$ cat src/design/ssfe_pkg.sv
// ----------------------------------------------------------------------------
// ssfe_pkg
// Shared types, segment constants and glyph tables for the seven-segment
// frame encoder.
// ----------------------------------------------------------------------------
package ssfe_pkg;

  // Request commands.
  localparam logic [1:0] CMD_NUMBER = 2'd0;
  localparam logic [1:0] CMD_TIME   = 2'd1;
  localparam logic [1:0] CMD_CHARS  = 2'd2;

  // Segment bits of the driver's segment byte.
  localparam logic [7:0] SEG_A   = 8'h10;
  localparam logic [7:0] SEG_B   = 8'h40;
  localparam logic [7:0] SEG_C   = 8'h02;
  localparam logic [7:0] SEG_D   = 8'h04;
  localparam logic [7:0] SEG_E   = 8'h08;
  localparam logic [7:0] SEG_F   = 8'h20;
  localparam logic [7:0] SEG_G   = 8'h01;
  localparam logic [7:0] SEG_DOT = 8'h80;

  // Active-low digit select nibbles.
  localparam logic [3:0] SEL_POS1 = 4'b1101;
  localparam logic [3:0] SEL_POS2 = 4'b1011;
  localparam logic [3:0] SEL_POS3 = 4'b0111;
  localparam logic [3:0] SEL_POS4 = 4'b1110;

  // Filler bits between select nibble and segment byte.
  localparam logic [5:0] FRAME_FILL = 6'b111111;

  localparam logic [2:0] POS_FIRST = 3'd1;
  localparam logic [2:0] POS_LAST  = 3'd4;

  localparam logic [13:0] NUM_MAX = 14'd9999;

  typedef struct packed {
    logic [1:0]         cmd;
    logic signed [15:0] number_value;
    logic signed [15:0] hours_value;
    logic signed [15:0] minutes_value;
    logic [7:0]         char_one;
    logic [7:0]         char_two;
    logic [7:0]         char_three;
    logic [7:0]         char_four;
  } ssfe_req_t;

  typedef struct packed {
    logic [2:0]  digit_position;
    logic [3:0]  select_nibble;
    logic [7:0]  segment_byte;
    logic [17:0] serial_frame;
    logic        last_frame;
  } ssfe_frame_t;

  // Work item passed along the pipeline.
  typedef struct packed {
    logic            is_num;
    logic [13:0]     num;
    logic [2:0]      start_pos;
    logic [3:0][7:0] glyph;
  } ssfe_work_t;

  // Decimal digit at the given weight for a value below ten times the weight.
  function automatic logic [3:0] ssfe_quot(input logic [13:0] v, input logic [13:0] unit);
    logic [3:0] q;
    q = 4'd0;
    for (int k = 1; k <= 9; k++) begin
      if (v >= 14'(k) * unit) q = 4'(k);
    end
    return q;
  endfunction

  function automatic logic [7:0] ssfe_digit_glyph(input logic [3:0] d);
    logic [7:0] g;
    case (d)
      4'd0:    g = SEG_A | SEG_B | SEG_C | SEG_D | SEG_E | SEG_F;
      4'd1:    g = SEG_B | SEG_C;
      4'd2:    g = SEG_A | SEG_B | SEG_D | SEG_E | SEG_G;
      4'd3:    g = SEG_A | SEG_B | SEG_C | SEG_D | SEG_G;
      4'd4:    g = SEG_B | SEG_C | SEG_F | SEG_G;
      4'd5:    g = SEG_A | SEG_C | SEG_D | SEG_F | SEG_G;
      4'd6:    g = SEG_A | SEG_C | SEG_D | SEG_E | SEG_F | SEG_G;
      4'd7:    g = SEG_A | SEG_B | SEG_C;
      4'd8:    g = SEG_A | SEG_B | SEG_C | SEG_D | SEG_E | SEG_F | SEG_G;
      4'd9:    g = SEG_A | SEG_B | SEG_C | SEG_D | SEG_F | SEG_G;
      default: g = SEG_G;
    endcase
    return g;
  endfunction

  function automatic logic [7:0] ssfe_char_glyph(input logic [7:0] ch);
    logic [7:0] g;
    case (ch)
      "0":     g = ssfe_digit_glyph(4'd0);
      "1":     g = ssfe_digit_glyph(4'd1);
      "2":     g = ssfe_digit_glyph(4'd2);
      "3":     g = ssfe_digit_glyph(4'd3);
      "4":     g = ssfe_digit_glyph(4'd4);
      "5":     g = ssfe_digit_glyph(4'd5);
      "6":     g = ssfe_digit_glyph(4'd6);
      "7":     g = ssfe_digit_glyph(4'd7);
      "8":     g = ssfe_digit_glyph(4'd8);
      "9":     g = ssfe_digit_glyph(4'd9);
      "A":     g = SEG_A | SEG_B | SEG_C | SEG_E | SEG_F | SEG_G;
      "b":     g = SEG_C | SEG_D | SEG_E | SEG_F | SEG_G;
      "c":     g = SEG_D | SEG_E | SEG_G;
      "C":     g = SEG_A | SEG_D | SEG_E | SEG_F;
      "d":     g = SEG_B | SEG_C | SEG_D | SEG_E | SEG_G;
      "E":     g = SEG_A | SEG_D | SEG_E | SEG_F | SEG_G;
      "e":     g = SEG_A | SEG_B | SEG_D | SEG_E | SEG_F | SEG_G;
      "F":     g = SEG_A | SEG_E | SEG_F | SEG_G;
      "g":     g = SEG_A | SEG_B | SEG_C | SEG_D | SEG_F | SEG_G;
      "H":     g = SEG_B | SEG_C | SEG_E | SEG_F | SEG_G;
      "I":     g = SEG_E | SEG_F;
      "i":     g = SEG_E;
      "J":     g = SEG_B | SEG_C | SEG_D | SEG_E;
      "L":     g = SEG_D | SEG_E | SEG_F;
      "n":     g = SEG_C | SEG_E | SEG_G;
      "o":     g = SEG_C | SEG_D | SEG_E | SEG_G;
      "P":     g = SEG_A | SEG_B | SEG_E | SEG_F | SEG_G;
      "r":     g = SEG_E | SEG_G;
      "S":     g = SEG_A | SEG_F | SEG_G | SEG_C | SEG_D;
      "t":     g = SEG_D | SEG_E | SEG_F | SEG_G;
      "U":     g = SEG_B | SEG_C | SEG_D | SEG_E | SEG_F;
      "y":     g = SEG_B | SEG_C | SEG_D | SEG_F | SEG_G;
      " ":     g = 8'h00;
      default: g = SEG_G;
    endcase
    return g;
  endfunction

endpackage

$ cat src/design/ssfe_front.sv
// ----------------------------------------------------------------------------
// ssfe_front
// First pipeline stage: captures a request, clamps the number, builds the
// time and character glyphs and picks the first display position.
// ----------------------------------------------------------------------------
module ssfe_front import ssfe_pkg::*; (
  input  logic       clk,
  input  logic       rst,
  input  logic       start,
  input  ssfe_req_t  req,
  output logic       busy,
  output logic       out_valid,
  output ssfe_work_t out_work,
  input  logic       out_ready
);

  logic       valid;
  ssfe_work_t work;
  ssfe_work_t work_next;
  logic       accept;
  logic [13:0] num_clamped;
  logic [13:0] hours;
  logic [13:0] minutes;
  logic [3:0]  h_tens;
  logic [3:0]  h_ones;
  logic [3:0]  m_tens;
  logic [3:0]  m_ones;

  assign busy   = valid && !out_ready;
  assign accept = start && !busy;

  always_comb begin
    if (req.number_value < 0) begin
      num_clamped = 14'd0;
    end else if (req.number_value > 16'sd9999) begin
      num_clamped = NUM_MAX;
    end else begin
      num_clamped = req.number_value[13:0];
    end

    if (req.hours_value < 0 || req.hours_value > 16'sd23) begin
      hours = 14'd0;
    end else begin
      hours = req.hours_value[13:0];
    end
    if (req.minutes_value < 0 || req.minutes_value > 16'sd59) begin
      minutes = 14'd0;
    end else begin
      minutes = req.minutes_value[13:0];
    end

    h_tens = ssfe_quot(hours, 14'd10);
    h_ones = 4'(hours - 14'(h_tens) * 14'd10);
    m_tens = ssfe_quot(minutes, 14'd10);
    m_ones = 4'(minutes - 14'(m_tens) * 14'd10);

    work_next.is_num = (req.cmd == CMD_NUMBER);
    work_next.num    = num_clamped;
    if (req.cmd != CMD_NUMBER || num_clamped >= 14'd1000) begin
      work_next.start_pos = POS_FIRST;
    end else if (num_clamped >= 14'd100) begin
      work_next.start_pos = 3'd2;
    end else if (num_clamped >= 14'd10) begin
      work_next.start_pos = 3'd3;
    end else begin
      work_next.start_pos = POS_LAST;
    end

    if (req.cmd == CMD_TIME) begin
      work_next.glyph[0] = ssfe_digit_glyph(h_tens);
      work_next.glyph[1] = ssfe_digit_glyph(h_ones) | SEG_DOT;
      work_next.glyph[2] = ssfe_digit_glyph(m_tens);
      work_next.glyph[3] = ssfe_digit_glyph(m_ones);
    end else begin
      work_next.glyph[0] = ssfe_char_glyph(req.char_one);
      work_next.glyph[1] = ssfe_char_glyph(req.char_two);
      work_next.glyph[2] = ssfe_char_glyph(req.char_three);
      work_next.glyph[3] = ssfe_char_glyph(req.char_four);
    end
  end

  always_ff @(posedge clk) begin
    if (rst) begin
      valid <= 1'b0;
    end else if (accept) begin
      // The undefined command is taken and dropped here.
      valid <= (req.cmd == CMD_NUMBER) || (req.cmd == CMD_TIME) || (req.cmd == CMD_CHARS);
    end else if (out_ready) begin
      valid <= 1'b0;
    end
  end

  always_ff @(posedge clk) begin
    if (accept) begin
      work <= work_next;
    end
  end

  assign out_valid = valid;
  assign out_work  = work;

endmodule

$ cat config.mk
export PLATFORM = sky130hd
export DESIGN_NAME = ssfe_front
export DESIGN_NICKNAME = d
export VERILOG_FILES = /design/src/design/ssfe_pkg.sv /design/src/design/ssfe_front.sv
export SDC_FILE = /design/constraint.sdc
export NUM_CORES = 1
export LEC_CHECK = 0
export BUFFER_PORTS_ARGS = -buffer_cell sky130_fd_sc_hd__buf_4
export CAP_MARGIN = 25
export CELL_PAD_IN_SITES_DETAIL_PLACEMENT = 0
export CELL_PAD_IN_SITES_GLOBAL_PLACEMENT = 1
export CORE_ASPECT_RATIO = 0.6
export CORE_MARGIN = 2
export CORE_UTILIZATION = 41
export DETAILED_ROUTE_END_ITERATION = 8
export PLACE_DENSITY = 0.89
export SLEW_MARGIN = 20
export SYNTH_ARGS = -nofsm -noshare
export SYNTH_HDL_FRONTEND = slang
export SYNTH_MEMORY_MAX_BITS = 65536
export SYNTH_SLANG_ARGS = --single-unit
export TNS_END_PERCENT = 1
$ cat constraint.sdc
create_clock -name clk -period 4.15 [get_ports clk]
set_clock_uncertainty 0.15 [all_clocks]
set_input_delay 0 -clock clk [delete_from_list [all_inputs] [get_ports clk]]
set_output_delay 0 -clock clk [all_outputs]
set_load 0.005 [all_outputs]
# After elaboration in Yosys (flattened, before gate mapping)
# Memories as Yosys holds them, arrays and structs flattened.
# Index checks and enable logic that the tools add are counted.
# word_totals
reg_bits	51
mem_bits_ro	4032
inputBits	86
output_inout_bits	52
wordCells	95
mem_count	8
# mem_list
memory	depth	width	rd	rd_clocked_by_memory_dff	write_ports	line_no	text
(no name shown)	128	7	1	0	0	ssfe_pkg.sv:94	case (ch)
(no name shown)	128	7	1	0	0	ssfe_pkg.sv:94	
(no name shown)	128	7	1	0	0	ssfe_pkg.sv:94	
(no name shown)	128	7	1	0	0	ssfe_pkg.sv:94	
(no name shown)	16	7	1	0	0	ssfe_pkg.sv:76	case (d)
(no name shown)	16	7	1	0	0	ssfe_pkg.sv:76	
2 more memories	n/a	n/a	n/a	n/a	n/a	n/a	
# op_classes
add_sub_neg	2
n_mul	2
magnitude_cmp	27
eq_ne	2
n_mux	31
reduce_logical	13
# op_table
operator	count
$ge A14 B7 Y1 const B	7
$ge A14 B6 Y1 const B	6
$mux W4	16
$ge A14 B5 Y1 const B	4
$mux W14	4
$lt A16 B1 Y1 const B	3
$ge A14 B4 Y1 const B	3
$mux W32	1
$mux W8	4
$gt A16 B15 Y1 const B	1
$gt A16 B6 Y1 const B	1
$gt A16 B7 Y1 const B	1
$ge A14 B10 Y1 const B	1
$mul A4 B3 Y3 const B	2
$sub A4 B4 Y4	2
$logic_or A1 B1 Y1	5
$mux W1	4
$reduce_bool A2 Y1	2
$mux W3	1
$eq A2 B1 Y1 const B	1
$eq A2 B2 Y1 const B	1
$logic_and A1 B1 Y1	2
$logic_not A1 Y1	2
$logic_not A2 Y1	1
other kinds (2)	2

# Longest topological paths before layout
# Gate-level depths: netlist of the first run.
# An unclocked memory read counts as a cell.
# depth
word_depth	17
depth_mapped	12
depth_no_buf	12

# Worst setup path before layout of the first run
# OpenSTA, ideal clock, no wires.
# synth_timing
path_type	register to register
from	register valid (netlist: out_valid)
to	register work, in the netlist out_work[0], enable pin
setup_time_ps	457
arrival_ps	2578
required_ps	3543
slack_ps	965
stages_incl_launch_ff	3
path_buffers	0
synth_period_minus_slack_ps	3185
cell_sequence	dfxtp_1 -> nor2b_1 -> nor2b_1
# synth_between
elab_chain_len	3
# synth_lines
item	line_no	text
start, declared	ssfe_front.sv:17	logic valid;
start signal, assigned	ssfe_front.sv:87	valid <= (req.cmd == CMD_NUMBER) || (req.cmd == CMD_TIME) || (req.cmd == CMD_CHARS);
$logic_and A1 B1 Y1	ssfe_front.sv:29	assign busy = valid && !out_ready;
net busy	ssfe_front.sv:11	output logic busy,
$logic_not A1 Y1	ssfe_front.sv:30	assign accept = start && !busy;
$logic_and A1 B1 Y1	ssfe_front.sv:30	
net accept	ssfe_front.sv:20	logic accept;
end signal, assigned	ssfe_front.sv:95	work <= work_next;
end, declared	ssfe_front.sv:18	ssfe_work_t work;
# The timed path passes the listed nets, and every way through them passes these cells.
# A chain may end at the register's enable or synchronous reset.

==> metrics.md, run 1 <==
| Metric | Value |
|---|---|
| Critical-path maximum fanout | 11 |
| Post-Syn Instances | 749 |
| WL met2 | 6690 µm |
| CP startpoint kind | input pin |
| Maximum root-to-sink buffer count | 2 |
| Port Buffers | 134 |
| Worst Hold End | out_work[24]$_DFFE_PP_ |
| Vias | 6119 |
| Synth area leader | edfxtp_1 |
| Setup crit end kind | flip-flop |
| Largest net degree at the start of global routing | 36 |
| Number of synthesized flops with an enable pin | 47 |
| DRC viols | 0 |
| Placed cells | 1028 |
| Core area | 0.0139 mm² |
| Largest cells by area after synthesis | edfxtp_1, ha_1, o21ai_0, a21oi_1, nor2_1 |
| Detailed Route Iter0 Violations | 656 |
| Synth Register Bits | 48 |
| RR Endpoint | out_work[15]$_SDFFCE_PP1P_ |
| Final Hold Slack | 0.0299 ns |
| Critical path type | in2reg |
| Total grt overflow | 0 |
| Post-CTS Setup Inserts | 0 |
| Initial antenna violation count | 0 |
| Avg Cell Area, Syn | 7.89 µm² |
| Final min period | 2.94 ns |
| First drt pass iteration count | 5 |
| Layout Cells excl Fill | 1068 |
| Filler instances | 1301 |
| Worst Setup Slack, final | 1.21 ns |
| Sink Count | 48 |
| Sequential-to-total area share from yosys stat | 0.242 |
| I/O pin count | 138 |
| Antenna cells | 0 |
| Htree depth | 2 |
| Distinct cells, synth | 71 |
| Die W | 159 µm |
| Number of CTS-inserted buffers | 5 |
| Fmax achieved | 341 MHz |
| Tot GR Track Use | 0.215 |
| Final ANT Viol Nets | 0 |
| TritonCTS clock tree | built |
| Multi-input gate area | 0.00413 mm² |
| CP required | 4.04 ns |
| Ys Warns | 0 |
| Commonest cells after routing, fill and taps aside | buf_4, nor2_1, ha_1 |
| Final worst-path cycle share | 0.707 |
| Synth Cell Area | 0.00591 mm² |
| RSZ-0062 raised after global routing | no |
| Main synth FF type | edfxtp_1 |
| Initial Util | 0.426 |
| Adder-cell share of the synthesized area | 0.142 |
| Clock Pin Slew Worst Setup and Hold Paths | 0.06 ns |
| Slew Limit Headroom | 0.600 |
| Synth Area in Compound Gates | 0.270 |
| Clk_lat worst skew | 0.29 ns |
| Post-synthesis mux area share | 0.0487 |
| Setup_tns | 0 ns |
| Reg-to-Reg Start | out_valid$_SDFFE_PP0P_ |
| Vias in the first global route | 5215 |
| Min-delay src | req[7] |
| Hold crit path type | in2reg |
| Die Area | 0.0154 mm² |
| Core Util, Final | 0.539 |
| Pwr dens | 211 mW/mm² |
| FF+latch area | 0.00143 mm² |
| Layout cell share with drive strength beyond 1 | 0.188 |
| Max-Cap Viols | 0 |
| Lkg Pwr | 3.12 nW |
| Pins Over Slew Limit | 0 |
| Max rail drop VDD | 0.150 mV |
| Routed WL per cell | 16.2 µm |
| Uppermost layer routed | met4 |
| Die height | 97.0 µm |
| Share of the synthesized area in the top cell type | 0.239 |
| Main combinational cell family by area after synthesis | compound AO/OA/AOI/OAI gates |
| R2R cell count | 4 |
| Worst Max-Slew Pin Slew | 0.585 ns |
| Post-synthesis xor/xnor area fraction | 0.00953 |
| Vias/cell | 5.73 |
| Most common cell after layout, fill and taps aside | buf_4 |
| Min-Delay Path Depth | 3 |
| Met1 wire length | 9060 µm |
| Pre-CTS WS | 0.932 ns |
| R2R Setup Slk | 2.32 ns |
| DP Wirelength | 12700 µm |
| Ys async rst share | 0 |
| Routability Congestion | 0.908 |
| Crit path DAT | 2.83 ns |
| Area grow syn2layout | 26.4% |
| Synth Area in Simple Gates | 0.225 |
| First-pass GRT wire length | 27900 µm |
| Total count of hold-check failures in the final report | 0 |
| Drt total wl | 17300 µm |
| CTS root buffer | clkbuf_16 |
| Row cnt | 33 |
| Nets | 1027 |
| DR WL met3 | 1400 µm |
| Status | complete, no violations |
| Final setup fails | 0 |
## synth_stat cells, types with 3 or more instances
library cell,count
o32ai_1,5
edfxtp_1,47
a311oi_1,7
clkbuf_1,40
a311o_1,3
and3_1,4
nand3b_1,9
buf_4,4
ha_1,64
o311a_1,4
nor4_1,9
nor2b_1,8
a21o_1,3
a31oi_1,12
inv_1,35
o311ai_0,4
a21oi_1,61
nand4_1,5
or2_2,5
nor3b_1,6
o211ai_1,20
a211oi_1,16
nand2_1,61
a211o_1,4
nor2_1,75
o22ai_1,9
mux2_2,6
and2_1,9
nor3_1,26
o21a_1,3
nand2b_1,27
nand3_1,10
o21ai_0,62
buf_1,5
o31ai_1,5
a2111oi_0,4
mux2i_1,22
## report_power, final
| part | total (W) | switching (W) | internal, W |
|---|---|---|---|
| logic | 0.000527 | 0.000289 | 0.000238 |
| clock network | 0.000463 | 0.000180 | 0.000284 |
| registers | 0.000584 | 0.00000948 | 0.000575 |
| total | 0.00157 | 0.000478 | 0.00110 |
## layout make-up
class,count,share of cell area
Inverter,39,0.0196
Clock buffer,6,0.0172
Tap cell,192,0.0321
Clock inverter,2,0.00469
Multi-Input combinational cell,613,0.553
Sequential cell,48,0.192
Timing Repair Buffer,168,0.182
## state kept, by name (all words and copies together) (netlist names)
signal	cells
out_work	47
out_valid	1
## worst max-delay path by stage
stage                     depth (start not counted)                   start  slack (ns)                endpoint
after detailed placement                          9                 req[35]        0.93  out_work[27]$_DFFE_PP_
after global routing                              9                 req[35]        1.00  out_work[27]$_DFFE_PP_
after floorplan                                   2  out_valid$_SDFFE_PP0P_        0.97   out_work[0]$_DFFE_PP_
after CTS                                         9                 req[35]        1.23  out_work[27]$_DFFE_PP_
after global placement                            9                 req[35]        0.99  out_work[27]$_DFFE_PP_
final                                             9                 req[35]        1.21  out_work[27]$_DFFE_PP_
## critical path, stage by stage
cell and delay, ns:
buf_4 0.13, nand4_1 0.17, and4_1 0.33, o21ai_0 0.25
inv_1 0.22, fa_1 0.43, xnor3_1 0.63, mux2_2 0.39
a221o_1 0.28
## logic make-up after synthesis
| family | after synthesis |
|---|---|
| AO/OA/AOI/OAI | 246 |
| flip-flops | 48 |
| buffers and inverters | 90 |
| multiplexers | 28 |
| other | 1 |
| AND/OR/NAND/NOR | 266 |
| adder cells (fa/ha/maj) | 66 |
| XOR/XNOR | 4 |
## metrics by stage
stage	instance area [µm²]	power, W
finish	7470	0.00157
floorplan	5920	0.000875
detailed placement	6970	0.00108
global route	7470	0.00166
global placement	6970	0.00108
CTS	7440	0.00157
## timing repair
action                    in CTS  in global routing
hold endpoints to repair      21                  0
hold buffers                  31                  0
gates resized for setup        0                  0
## metal layers
metal  vias to the layer above  GRT usage
li1                       3024          -
met2                       288      0.286
met1                      2795      0.362
met3                        12     0.0309
met5                         -          0
met4                         0     0.0315
No activity file was read; power rests on OpenSTA's default activity.
==> run 2, diff against run 1 <==
- ABC_AREA: default -> 1
- CORE_UTILIZATION: 41 -> 39
- clock period: 4.15 -> 2.9 ns (I/O delays scaled with it)
==> run 2 against run 1 <==
  * Clock-buffer cell count decreased by 1
  * Die area increased by 3.8%
  * Worst setup slack got worse by 0.97 ns
  * Global-route usage increased by 0.47 points
  * First-iteration DRC count increased by 5.0%
  * Critical path depth increased by 10
  * Register-to-register slack got worse by 1.0 ns
  * Cell count increased by 14%
  * Largest power group unchanged
==> metrics.md, run 2 <==
| Metric | Value |
|---|---|
| Hold crit path type | in2reg (unchanged) |
| DP Wirelength | 14200 µm (was 12700 µm) |
| Ys Warns | 0 (unchanged) |
| Critical path type | in2reg (unchanged) |
| Pwr dens | 300 mW/mm² (was 211 mW/mm²) |
| Ys async rst share | 0 (unchanged) |
| R2R cell count | 4 (unchanged) |
| Sequential-to-total area share from yosys stat | 0.245 (was 0.242) |
| R2R Setup Slk | 1.28 ns (was 2.32 ns) |
| Pins Over Slew Limit | 0 (unchanged) |
| Final min period | 2.66 ns |
| Worst Setup Slack, final | 0.244 ns (was 1.21 ns) |
| Routed WL per cell | 14.7 µm (was 16.2 µm) |
| Setup crit end kind | flip-flop (unchanged) |
| Number of CTS-inserted buffers | 5 (unchanged) |
| Pre-CTS WS | -0.0604 ns (was 0.932 ns) |
| Main synth FF type | edfxtp_1 (unchanged) |
| Register share of total power | 0.376 (was 0.371) |
| Post-Syn Instances | 870 (was 749) |
| RR Endpoint | out_work[2]$_DFFE_PP_ (was out_work[15]$_SDFFCE_PP1P_) |
| Post-CTS Setup Inserts | 0 (unchanged) |
| # hold bufs at CTS | 22 (was 31) |
| CP startpoint kind | input pin (unchanged) |
| TritonCTS clock tree | built (unchanged) |
| Core area | 0.0145 mm² (was 0.0139 mm²) |
| Max stage delay cell, worst path | fa_1 (was xnor3_1) |
| Synth top cells by count | nand2_1, inv_1, o21ai_0 (was nor2_1, ha_1, o21ai_0) |
| Slew Limit Headroom | 0.568 (was 0.600) |
| Post-place instance area | 0.00708 mm² (was 0.00697 mm²) |
| First-pass GRT wire length | 28500 µm (was 27900 µm) |
| Min-delay src | req[6] (was req[7]) |
| Cts repair resizes | 0 (unchanged) |
| Maximum root-to-sink buffer count | 2 (unchanged) |
| Total grt overflow | 0 (unchanged) |
| Antenna cells | 0 (unchanged) |
| Commonest cells after routing, fill and taps aside | nand2_1, buf_4, inv_1 (was buf_4, nor2_1, ha_1) |
| Sink Count | 48 (unchanged) |
| Vias | 6452 (was 6119) |
| Switching Fraction | 0.318 (was 0.304) |
| Share of the synthesized area in the top cell type | 0.242 (was 0.239) |
| CP max stage delay | 0.37 ns (was 0.63 ns) |
| Initial Util | 0.402 (was 0.426) |
| Comb power frac | 0.321 (was 0.335) |
| Final Hold Slack | 0.0138 ns (was 0.0299 ns) |
| Worst Hold End | out_work[30]$_DFFE_PP_ (was out_work[24]$_DFFE_PP_) |
| Detailed Route Iter0 Violations | 689 (was 656) |
| Final ANT Viol Nets | 0 (unchanged) |
| DRC viols | 0 (unchanged) |
| RSZ-0062 raised after global routing | no (unchanged) |
| Htree depth | 2 (unchanged) |
| Distinct cells, synth | 50 (was 71) |
| Row cnt | 34 (was 33) |
| Synth Cell Area | 0.00584 mm² (was 0.00591 mm²) |
| Most common cell after layout, fill and taps aside | nand2_1 (was buf_4) |
| CP Cell Sequence | buf_4 -> or2_4 -> nor2_8 -> nand3_1 -> nor2_1 -> nor2_2 -> nand2_2 -> nand2_4 -> nand2_1 -> nand2_1 -> ha_1 -> fa_1 -> xnor2_1 -> buf_4 -> nand3_4 -> nand3_1 -> nand2_1 -> nand2_1 -> nand2_1 (was buf_4 -> nand4_1 -> and4_1 -> o21ai_0 -> inv_1 -> fa_1 -> xnor3_1 -> mux2_2 -> a221o_1) |
| Die height | 98.8 µm (was 97.0 µm) |
| Count leader, synth | nand2_1 (was nor2_1) |
| Lkg Pwr | 3.69 nW (was 3.12 nW) |
| Vias in the first global route | 5589 (was 5215) |
| Port Buffers | 134 (unchanged) |
| Synth Register Bits | 48 (unchanged) |
| NetSw | 0.000712 W (was 0.000478 W) |
| Number of synthesized flops with an enable pin | 47 (unchanged) |
| Critical-path maximum fanout | 7 (was 11) |
| CTS root buffer | clkbuf_16 (unchanged) |
| Die Area | 0.0160 mm² (was 0.0154 mm²) |
| Final setup fails | 0 (unchanged) |
| Area grow syn2layout | 27.8% (was 26.4%) |
| Routability Congestion | 0.983 (was 0.908) |
| Clock Pin Slew Worst Setup and Hold Paths | 0.07 ns (was 0.06 ns) |
| Tot GR Track Use | 0.220 (was 0.215) |
| Worst Max-Slew Pin Slew | 0.647 ns (was 0.585 ns) |
| Overall Power | 0.00224 W (was 0.00157 W) |
| CP required | 2.80 ns (was 4.04 ns) |
| Int Power | 0.00153 W (was 0.00110 W) |
| Die W | 162 µm (was 159 µm) |
| Min-Delay Path Depth | 4 (was 3) |
| Reg-to-Reg Start | out_valid$_SDFFE_PP0P_ (unchanged) |
| Core Util, Final | 0.513 (was 0.539) |
| Nets | 1167 (was 1027) |
| Vias/cell | 5.31 (was 5.73) |
| Final non-filler cell area | 0.00746 mm² (was 0.00747 mm²) |
| Avg Cell Area, Syn | 6.72 µm² (was 7.89 µm²) |
| Initial antenna violation count | 0 (unchanged) |
| Fmax achieved | 376 MHz |
| First drt pass iteration count | 6 (was 5) |
| Max-Cap Viols | 0 (unchanged) |
| FF+latch area | 0.00143 mm² (unchanged) |
| Largest net degree at the start of global routing | 33 (was 36) |
| Synth area leader | edfxtp_1 (unchanged) |
| Max rail drop VDD | 0.201 mV (was 0.150 mV) |
| Clk_lat worst skew | 0.29 ns (about the same) |
| Critical Path Most Common Cell | nand2_1 |
| Clk pwr share | 0.303 (was 0.294) |
| Layout cell share with drive strength beyond 1 | 0.187 (was 0.188) |
| Drt total wl | 17900 µm (was 17300 µm) |
| Crit path DAT | 2.56 ns (was 2.83 ns) |
| Max FFs per register | 47 (unchanged) |
| Final worst-path cycle share | 0.916 |
| Total count of hold-check failures in the final report | 0 (unchanged) |
| Multi-input gate area | 0.00382 mm² (was 0.00413 mm²) |
| Filler instances | 1468 (was 1301) |
| I/O pin count | 138 (unchanged) |
| Largest cells by area after synthesis | edfxtp_1, ha_1, nand2_1, o21ai_0, inv_1 (was edfxtp_1, ha_1, o21ai_0, a21oi_1, nor2_1) |
| Status | complete, no violations (unchanged) |
## run 2: power groups by stage
stage	logic (W)	clock network, W	registers (W)
4_1_cts	0.000705	0.000699	0.000842
3_5_place_dp	0.000677	0	0.000857
3_3_place_gp	0.000692	0	0.000858
5_1_grt	0.000798	0.000726	0.000847
6_report	0.000719	0.000680	0.000841
2_1_floorplan	0.000371	0	0.000860
## run 2: layout make-up
cell class | count | area share
flip-flops and latches | 48 | 0.192
well taps | 198 | 0.0332
clock buffers | 5 | 0.0168
inverters | 125 | 0.0629
repair buffers | 168 | 0.178
multi-input cells | 667 | 0.512
clock inverters | 3 | 0.00570
## run 2: per-layer routing
layer  wire [µm]  track usage  vias to the layer above
li1            -            -                     3218
met1        9070        0.364                     2885
met2        6780        0.290                      342
met3        1940       0.0442                        7
met4          84       0.0334                        0
met5           0            0                        -
## run 2: cells by family (layout without fill, tap and decap cells)
family,count (synthesis),in the layout,synth area share
AOI/OAI and AO/OA,223,223,0.222
xor gates and xnor gates,2,2,0.00300
adders and majority gates,66,66,0.144
buffers and inverters,157,301,0.104
DFF,48,48,0.245
muxes,1,1,0.00171
other,1,3,0.000642
and+or+nand+nor,372,372,0.280
## run 2: worst max path at each step
stage	start	to	slack [ns]	cells past startpoint
after CTS	req[44]	out_work[25]$_DFFE_PP_	0.25	19
after floorplan	req[44]	out_work[28]$_DFFE_PP_	0.05	19
final	req[44]	out_work[25]$_DFFE_PP_	0.24	19
after detailed placement	req[44]	out_work[25]$_DFFE_PP_	-0.06	19
after global placement	req[44]	out_work[27]$_DFFE_PP_	0.02	19
after global routing	req[44]	out_work[25]$_DFFE_PP_	0.04	20
## run 2: critical path, delay by kind of cell
| kind | cells | cell delay (ns) |
|---|---|---|
| and+or+nand+nor | 14 | 1.47 |
| adders and majority gates | 2 | 0.57 |
| buffers and inverters | 2 | 0.27 |
| xor gates and xnor gates | 1 | 0.24 |
## run 2: stage by stage
step / std cells / TNS, ns
floorplan: 872 / 0
global placement: 1184 / 0
detailed placement: 1184 / -0.316
CTS: 1214 / 0
global route: 1214 / 0
finish: 1214 / 0
